===== config.mk =====
export PLATFORM = sky130hd
export DESIGN_NAME = faa_ctrl
export DESIGN_NICKNAME = d
export VERILOG_FILES = /design/src/rtl/faa_pkg.sv /design/src/rtl/faa_ctrl.sv
export SDC_FILE = /design/constraint.sdc
export NUM_CORES = 1
export LEC_CHECK = 0
export ABC_AREA = 1
export BUFFER_PORTS_ARGS = -buffer_cell sky130_fd_sc_hd__buf_2
export CAP_MARGIN = 20
export CORE_AREA = 2 2 39 41
export CTS_CLUSTER_SIZE = 25
export DETAILED_ROUTE_END_ITERATION = 8
export DIE_AREA = 0 0 41 43
export PLACE_DENSITY = 0.58
export SETUP_SLACK_MARGIN = 0.5
export SLEW_MARGIN = 20
export SYNTH_ARGS = -nofsm -noshare
export SYNTH_HDL_FRONTEND = slang
export SYNTH_SLANG_ARGS = --single-unit

===== constraint.sdc =====
create_clock -name clk_i -period 1 [get_ports clk_i]
set_input_delay 0.2 -clock clk_i [delete_from_list [all_inputs] [get_ports clk_i]]
set_output_delay 0.2 -clock clk_i [all_outputs]
set_load 0.02 [all_outputs]

===== src/rtl/faa_pkg.sv =====
`timescale 1ns / 1ps
// ----------------------------------------------------------------------------
// faa_pkg
// Shared types and constants of the frame averaging accumulator.
// ----------------------------------------------------------------------------
package faa_pkg;

  localparam int unsigned PIXELS_DEF     = 16384;
  localparam int unsigned SUM_BITS_DEF   = 24;
  localparam int unsigned COUNT_BITS_DEF = 16;

  localparam int unsigned SAMPLE_W  = 8;
  localparam int unsigned INDEX_W   = 14;
  localparam int unsigned KIND_W    = 2;
  localparam int unsigned S_TDATA_W = 40;
  localparam int unsigned M_TDATA_W = 24;
  localparam int unsigned M_TUSER_W = 2;

  typedef enum logic [KIND_W-1:0] {
    KIND_GRAY   = 2'd0,
    KIND_COLOUR = 2'd1,
    KIND_READ   = 2'd2,
    KIND_CLEAR  = 2'd3
  } faa_kind_e;

  typedef enum logic [2:0] {
    ST_IDLE,
    ST_DISPATCH,
    ST_WRITE,
    ST_LOAD,
    ST_DIV,
    ST_RESP
  } faa_state_e;

  // Commands from the controller to the datapath.
  typedef struct packed {
    logic capture;
    logic commit;
    logic mem_rd;
    logic mem_wr;
    logic div_start;
    logic div_step;
    logic load_out;
  } faa_cmd_t;

  // Status from the datapath to the controller.
  typedef struct packed {
    faa_kind_e kind;
    logic      in_range;
    logic      count_zero;
    logic      div_last;
    logic      out_free;
  } faa_stat_t;

endpackage


===== src/rtl/faa_ctrl.sv =====
`timescale 1ns / 1ps
// ----------------------------------------------------------------------------
// faa_ctrl
// Sequencer: steps each word through decode, memory access, division and
// result hand-off.
// ----------------------------------------------------------------------------
module faa_ctrl import faa_pkg::*; (
  input  logic      clk_i,
  input  logic      rst_ni,
  input  logic      in_valid_i,
  output logic      in_ready_o,
  input  faa_stat_t stat_i,
  output faa_cmd_t  cmd_o
);

  faa_state_e state_q, state_d;

  always_ff @(posedge clk_i or negedge rst_ni) begin
    if (!rst_ni) begin
      state_q <= ST_IDLE;
    end else begin
      state_q <= state_d;
    end
  end

  always_comb begin
    state_d    = state_q;
    cmd_o      = '0;
    in_ready_o = 1'b0;
    case (state_q)
      ST_IDLE: begin
        in_ready_o = 1'b1;
        if (in_valid_i) begin
          cmd_o.capture = 1'b1;
          state_d       = ST_DISPATCH;
        end
      end
      ST_DISPATCH: begin
        // Count and flag updates happen here; the fresh decision was taken
        // from the count at capture time.
        cmd_o.commit = 1'b1;
        state_d      = ST_RESP;
        case (stat_i.kind)
          KIND_GRAY, KIND_COLOUR: begin
            if (stat_i.in_range) begin
              cmd_o.mem_rd = 1'b1;
              state_d      = ST_WRITE;
            end
          end
          KIND_READ: begin
            if (stat_i.in_range && !stat_i.count_zero) begin
              cmd_o.mem_rd = 1'b1;
              state_d      = ST_LOAD;
            end
          end
          default: begin
            state_d = ST_RESP;
          end
        endcase
      end
      ST_WRITE: begin
        cmd_o.mem_wr = 1'b1;
        state_d      = ST_RESP;
      end
      ST_LOAD: begin
        cmd_o.div_start = 1'b1;
        state_d         = ST_DIV;
      end
      ST_DIV: begin
        cmd_o.div_step = 1'b1;
        if (stat_i.div_last) begin
          state_d = ST_RESP;
        end
      end
      ST_RESP: begin
        if (stat_i.out_free) begin
          cmd_o.load_out = 1'b1;
          state_d        = ST_IDLE;
        end
      end
      default: begin
        state_d = ST_IDLE;
      end
    endcase
  end

endmodule


# == Word level (Yosys, flattened, before mapping) ==
# Cells that the tools add are included.
# word_totals
regBits,3
input_bits,9
output_inout_bits,8
word_cells,36
# op_classes
eq_ne,10
muxes,19
reduce_logical,6
# ops
operator,count
$pmux 3 s6,1
$mux 3,5
$mux 1,10
$eq 3x2->1 const B,2
$eq 3x3->1 const B,2
$ne 2x2->1 const B,3
$pmux 3 s2,1
$eq 3x1->1 const B,1
$logic_not 3->1,1
$reduce_and 3->1,1
$eq 2x1->1 const B,1
$eq 2x2->1 const B,1
$logic_not 2->1,1
$mux 2,1
$pmux 1 s2,1
$reduce_or 2->1,1
$logic_and 1x1->1,1
$logic_not 1->1,1

# == Longest topological paths before layout ==
# Gate-level depths: netlist (run 1).
# logic_depth
word_depth,5
mapped_depth,7
ltp_nobuf,7

# == Worst setup path after synthesis (run 1) ==
# Ideal clock, no wire load.
# synth_path
kind,register to output
start,register state_q[1]
end,output cmd_o[4] (netlist name)
arrival_time_ps,1361
required_time_ps,800
setup_slack_ps,-561
stages_incl_launch_ff,5
n_path_buf,0
path_cell_list,dfrtp_1 inv_2 nand2_1 nor2_2 a21boi_0
# synth_rtl
item,line_no,rtl
from (decl),faa_ctrl.sv:16,"faa_state_e state_q, state_d;"
from (signal assigned),faa_ctrl.sv:22,state_q <= state_d;
to (decl),faa_ctrl.sv:13,output faa_cmd_t cmd_o

==> run_results.csv, run 1 <==
group,metric,value,unit
outcome,status,"complete, but fails checks",
outcome,violations,"negative setup slack",
cells_and_area,top_regs,"state_q (3)",
route,drtIter0Drc,5,
floorplan,pin_count,17,
cells_and_area,fin_util,42.9,%
worst_setup_path,crit_required,800,ps
worst_setup_path,crit_chain,"inv_2 -> nand2_2 -> nor2_4 -> a21boi_4 -> buf_6",
logic_synthesis,synthesis.nets,60,
flow_run,cap_violations,0,
logic_synthesis,synth.area.top_cells,"dfrtp_1 (26%), nand2_1 (17%), inv_1 (13%)",
cells_and_area,largest_register_ffs,3,
power,leakagePower,0.336,nW
power,ir_drop,0.00105,V
logic_synthesis,yosysMostFrequentCell,"nand2_1",
logic_synthesis,synth.largest_area_cell,"dfrtp_1",
logic_synthesis,synth_xor_area_share,0,%
grt,grt_max_degree,9,
clock_tree,clock_path_buffers,2,
floorplan,core,0.00138,mm2
timing,skew,1.16,ps
worst_setup_path,cp_top_family,"flip-flops",
clock_tree,cts_tree,"yes",
worst_setup_path,cp_max_fo,3,
worst_setup_path,critPathMaxStageDelay,410,ps
cells_and_area,num-fill-cells,155,
floorplan,die_area,0.00176,mm2
placed_design,dp_hpwl,639,um
floorplan,start_util,21.0,%
route,wirelength,789,um
worst_setup_path,cp_num_buf_inv,2,
cells_and_area,nets,93,
logic_synthesis,synth_top_family_by_area,"simple AND/OR/NAND/NOR gates",
worst_setup_path,cp-start-kind,"flip-flop",
route,post_drt_wl_per_cell,7.97,um
power,total_power,0.00174,W
worst_setup_path,critPathKind,"flip-flop to primary output",
timing,report.final.slew_viol_count,0,
timing,max_freq,727,MHz
worst_setup_path,arrival,1180,ps
clock_tree,path_clk_slew,40,ps
timing,worstMarginPinSlew,207,ps
timing,slew_headroom,86.2,%
logic_synthesis,synth_flop_cell,"dfrtp_1",
floorplan,rows,14,
timing,fin_crit_sh,138,%
clock_tree,root_buffer,"clkbuf_4",
floorplan,die_h,43,um
hold_path,hold_path_class,"input pin to flip-flop",
logic_synthesis,synthAdderAreaFrac,0,%
timing,finalSetupViolations,10,
route,ant_nets,0,
logic_synthesis,ys_seq_area_share,25.9,%
cells_and_area,antenna_cells,0,
cells_and_area,areaGrowthSynthToFinish,104,%
route,via_per_inst,3.85,
logic_synthesis,ys_async_sr_fraction,100,%
logic_synthesis,synth_compound_area_share,6.90,%
logic_synthesis,avgSynthCellArea,5.69,um2
placed_design,placed_area,488,um2
timing,rsz0062_at_grt,"yes",
grt,grt_overflow,0,
clock_tree,htreeDepth,1,
logic_synthesis,synth_cell_type_count,12,
cells_and_area,multi_input_area,213,um2
logic_synthesis,synth_area,290,um2
timing,setup_ws,-375,ps
clock_tree,clock_sinks,3,
logic_synthesis,synth_edf_count,0,
clock_tree,cts-buffers-inserted,3,
logic_synthesis,synth_mux_area_share,0,%
route,dr.pass1.iters,3,
grt,grt_usage,10.7,%
route,vias,381,
cells_and_area,fin_area,593,um2
logic_synthesis,yosysTopAreaCellShare,25.9,%
worst_setup_path,end_kind,"primary output",
clock_tree,clk_latency,230,ps
logic_synthesis,yosysWarnings,0,
route,drc_errors,0,
cells_and_area,drive_above_1_share,55.4,%
worst_setup_path,crit_path_top_delay_cell,"dfrtp_1",
cells_and_area,regMostFlops,"state_q",
power,cellPowerDensity,2940,mW/mm2
cells_and_area,seq_area,77.6,um2
logic_synthesis,synthCells,51,
grt,antenna_found_initial,0,
floorplan,die_width,41,um
placed_design,io_buffer_count,16,
logic_synthesis,synth_seq_cells,3,
logic_synthesis,synthTopCellsByCount,"nand2_1 (13), inv_1 (10), nor2_1 (9)",
placed_design,gp_congestion,0.734,
grt,grt_pass1_wl,1300,um
grt,first_global_vias,355,
timing,min_period,1380,ps
timing,hold_viol_final,0,
placed_design,dp_slack,-179,ps
logic_synthesis,synth-simple-area-share,47.8,%
placed cells by master (no fill, tap or decap), types with 3 or more instances in the layout:
cell	n
buf_4	12
nand3_1	6
clkbuf_4	3
inv_2	3
nor2_1	6
nor2_4	3
buf_6	5
buf_2	11
nand2_1	11
inv_1	9
per-stage QoR:
stage               hold slack [ps]  TNS, ps  cells
finish                          270    -3010     99
global route                    287    -3720     99
CTS                             264    -3120     99
detailed placement            -1.96    -1430     92
global placement              -1.25    -1220     92
floorplan                     -95.6     -692     51
final timing paths:
kind                       startpoint         end  slack, ps  cells past startpoint
hold reg to reg            state_q[0]  state_q[0]        770                      4
max in group asynchronous      rst_ni  state_q[2]        590                      2
setup / recovery           state_q[1]    cmd_o[4]       -380                      5
hold / removal              stat_i[0]  state_q[0]        270                      4
min in group asynchronous      rst_ni  state_q[1]        290                      2
setup reg to reg           state_q[0]  state_q[2]       -250                      8
routing by layer:
metal	part of all wire [%]	vias to the layer above	track usage (%)	routed length [um]
li1	-	220	-	-
met1	44	154	11.9	349
met2	51	7	17.2	406
met3	4.2	0	4.71	33
met4	0	0	4.00	0
met5	0	-	0	0
report_power, final:
part | internal [W] | switching (W)
registers | 0.000184 | 0.000111
clock network | 0.000149 | 0.0000572
logic | 0.000628 | 0.000612
what timing repair did:
| item | CTS | global route |
|---|---|---|
| gates resized for setup | 17 | 0 |
| pin swaps | 1 | 0 |
| hold endpoints to repair | 3 | 0 |
| endpoints found under the setup margin | 11 | 11 |
| setup buffers | 2 | 0 |
| hold buffers | 1 | 0 |
worst min-delay path, cell delays in order:
cell and delay (ps):
buf_2 90, nor2_1 50, inv_1 70, nand2_1 50
final cells by class:
cell class,count,area share (%)
clock buffers,4,4.43
repair buffers,29,35.7
well taps,16,3.38
flip-flops and latches,3,13.1
inverters,12,7.59
multi-input cells,35,35.9
kinds of logic (layout without fill, tap and decap cells):
family,after synthesis,after routing
buffers and inverters,13,45
AO/OA/AOI/OAI,3,3
AND/OR/NAND/NOR,32,32
flip-flops,3,3
No activity file was read; power rests on OpenSTA's default activity.
==> inputs of run 2 (changes only) <==
Settings changed: RECOVER_POWER set to 50, SLEW_MARGIN 20 to unset.
==> run_results.csv, run 2 (same netlist as run 1, synthesis figures left out) <==
group,metric,value,unit
outcome,status,"complete, but fails checks",
outcome,violations,"negative setup slack",
floorplan,pin_count,17,
worst_setup_path,critPathKind,"flip-flop to primary output",
timing,worstMarginPinSlew,207,ps
worst_setup_path,end_kind,"primary output",
clock_tree,clock_path_buffers,2,
grt,grtUsageMet3,4.71,%
grt,grt_usage,10.7,%
timing,rsz0062_at_grt,"yes",
floorplan,start_util,21.0,%
hold_path,hold_path_class,"input pin to flip-flop",
grt,first_global_vias,355,
cells_and_area,nets,93,
route,drtIter0Drc,5,
route,via_per_inst,3.85,
timing,skew,1.16,ps
grt,met2_usage,17.2,%
grt,grt.busiest_layer,"met2",
timing,report.final.slew_viol_count,0,
placed_design,placed_area,488,um2
clock_tree,root_buffer,"clkbuf_4",
cells_and_area,drive_above_1_share,54.2,%
cells_and_area,antenna_cells,0,
worst_setup_path,crit_path_top_delay_cell,"dfrtp_1",
timing,hold_viol_final,0,
route,wirelength,789,um
route,post_drt_wl_per_cell,7.97,um
worst_setup_path,crit_required,800,ps
power,ir_drop,0.00105,V
power,total_power,0.00174,W
route,vias,381,
floorplan,rows,14,
floorplan,die_area,0.00176,mm2
placed_design,io_buffer_count,16,
cells_and_area,layout_commonest_cell,"buf_4",
cells_and_area,fin_area,592,um2
grt,antenna_found_initial,0,
grt,grt_pass1_wl,1300,um
floorplan,die_h,43,um
route,ant_nets,0,
grt,grt_overflow,0,
floorplan,die_width,41,um
cells_and_area,seq_area,77.6,um2
timing,fin_crit_sh,138,%
cells_and_area,final_cell_mix,"buf_4 (12), nand2_1 (11), buf_2 (10)",
clock_tree,clock_sinks,3,
timing,setup_ws,-375,ps
worst_setup_path,cp_max_fo,3,
timing,min_period,1380,ps
floorplan,core,0.00138,mm2
timing,finalSetupViolations,10,
cells_and_area,regMostFlops,"state_q",
worst_setup_path,cp_top_family,"flip-flops",
cells_and_area,num-fill-cells,156,
worst_setup_path,crit_chain,"inv_2 -> nand2_2 -> nor2_4 -> a21boi_4 -> buf_6",
power,cellPowerDensity,2940,mW/mm2
cells_and_area,largest_register_ffs,3,
clock_tree,clk_latency,230,ps
placed_design,gp_congestion,0.734,
power,leakagePower,0.334,nW
placed_design,dp_hpwl,639,um
timing,max_freq,727,MHz
worst_setup_path,critPathMaxStageDelay,410,ps
worst_setup_path,arrival,1180,ps
worst_setup_path,cp_num_buf_inv,2,
route,dr.pass1.iters,3,
worst_setup_path,cp-start-kind,"flip-flop",
flow_run,cap_violations,0,
cells_and_area,areaGrowthSynthToFinish,104,%
grt,grt_util_met1,11.9,%
route,drc_errors,0,
clock_tree,cts-buffers-inserted,3,
clock_tree,cts_tree,"yes",
cells_and_area,fin_util,42.8,%
cells_and_area,stdcell_count,99,
cells_and_area,top_regs,"state_q (3)",
clock_tree,path_clk_slew,40,ps
timing,fin_hold_ws,270,ps
clock_tree,htreeDepth,1,
timing,slew_headroom,86.2,%
grt,grt_max_degree,9,
placed_design,dp_cells,92,
cells_and_area,multi_input_area,213,um2
[run 2: cell count changes in the layout (fill, tap and decap cells not counted)]
| cell | before | now |
|---|---|---|
| clkbuf_1 | 1 | 2 |
| buf_2 | 11 | 10 |
[run 2: final timing paths]
kind	startpoint	end	slack (ps)	depth (start not counted)
max	state_q[1]	cmd_o[4]	-380	5
min	stat_i[0]	state_q[0]	270	4
max reg2reg	state_q[0]	state_q[2]	-250	8
min reg2reg	state_q[0]	state_q[0]	770	4
max in group asynchronous	rst_ni	state_q[2]	530	2
min in group asynchronous	rst_ni	state_q[1]	300	2
[run 2: area by class of cell]
class | instances | share of cell area (%)
Tap cell | 16 | 3.38
Clock buffer | 4 | 4.44
Inverter | 12 | 7.61
Timing Repair Buffer | 29 | 35.5
Sequential cell | 3 | 13.1
Multi-Input combinational cell | 35 | 35.9
[run 2: timing repair]
item	in CTS	in global routing
hold endpoints to repair	3	0
setup buffers	2	0
resized for setup	17	0
pin swaps	1	0
endpoints found under the setup margin	11	11
hold buffers	1	0
[run 2: power breakdown]
part           switching [W]  internal (W)  leakage, nW  total (W)
Clock              0.0000572      0.000149       0.0150   0.000206
Sequential          0.000111      0.000184       0.0354   0.000295
Combinational       0.000612      0.000628        0.283    0.00124
[run 2: worst reg2reg max path, stage by stage, from the launching register on]
cell and delay, ps:
dfrtp_2 440, buf_4 160, nor3_4 180, buf_4 130, buf_4 90, nor2_1 30
nand2_1 60, nand2_1 50, nand2_1 50
[run 2: per-stage QoR]
stage | setup slack [ps] | setup TNS (ps)
floorplan | -196 | -692
global placement | -159 | -1220
detailed placement | -179 | -1430
CTS | -379 | -3120
global route | -449 | -3720
finish | -375 | -3010
[run 2: per-layer routing]
metal	vias to the layer above	wire, um
met5	-	0
met3	0	33
met4	0	0
met2	7	406
met1	154	349
li1	220	-
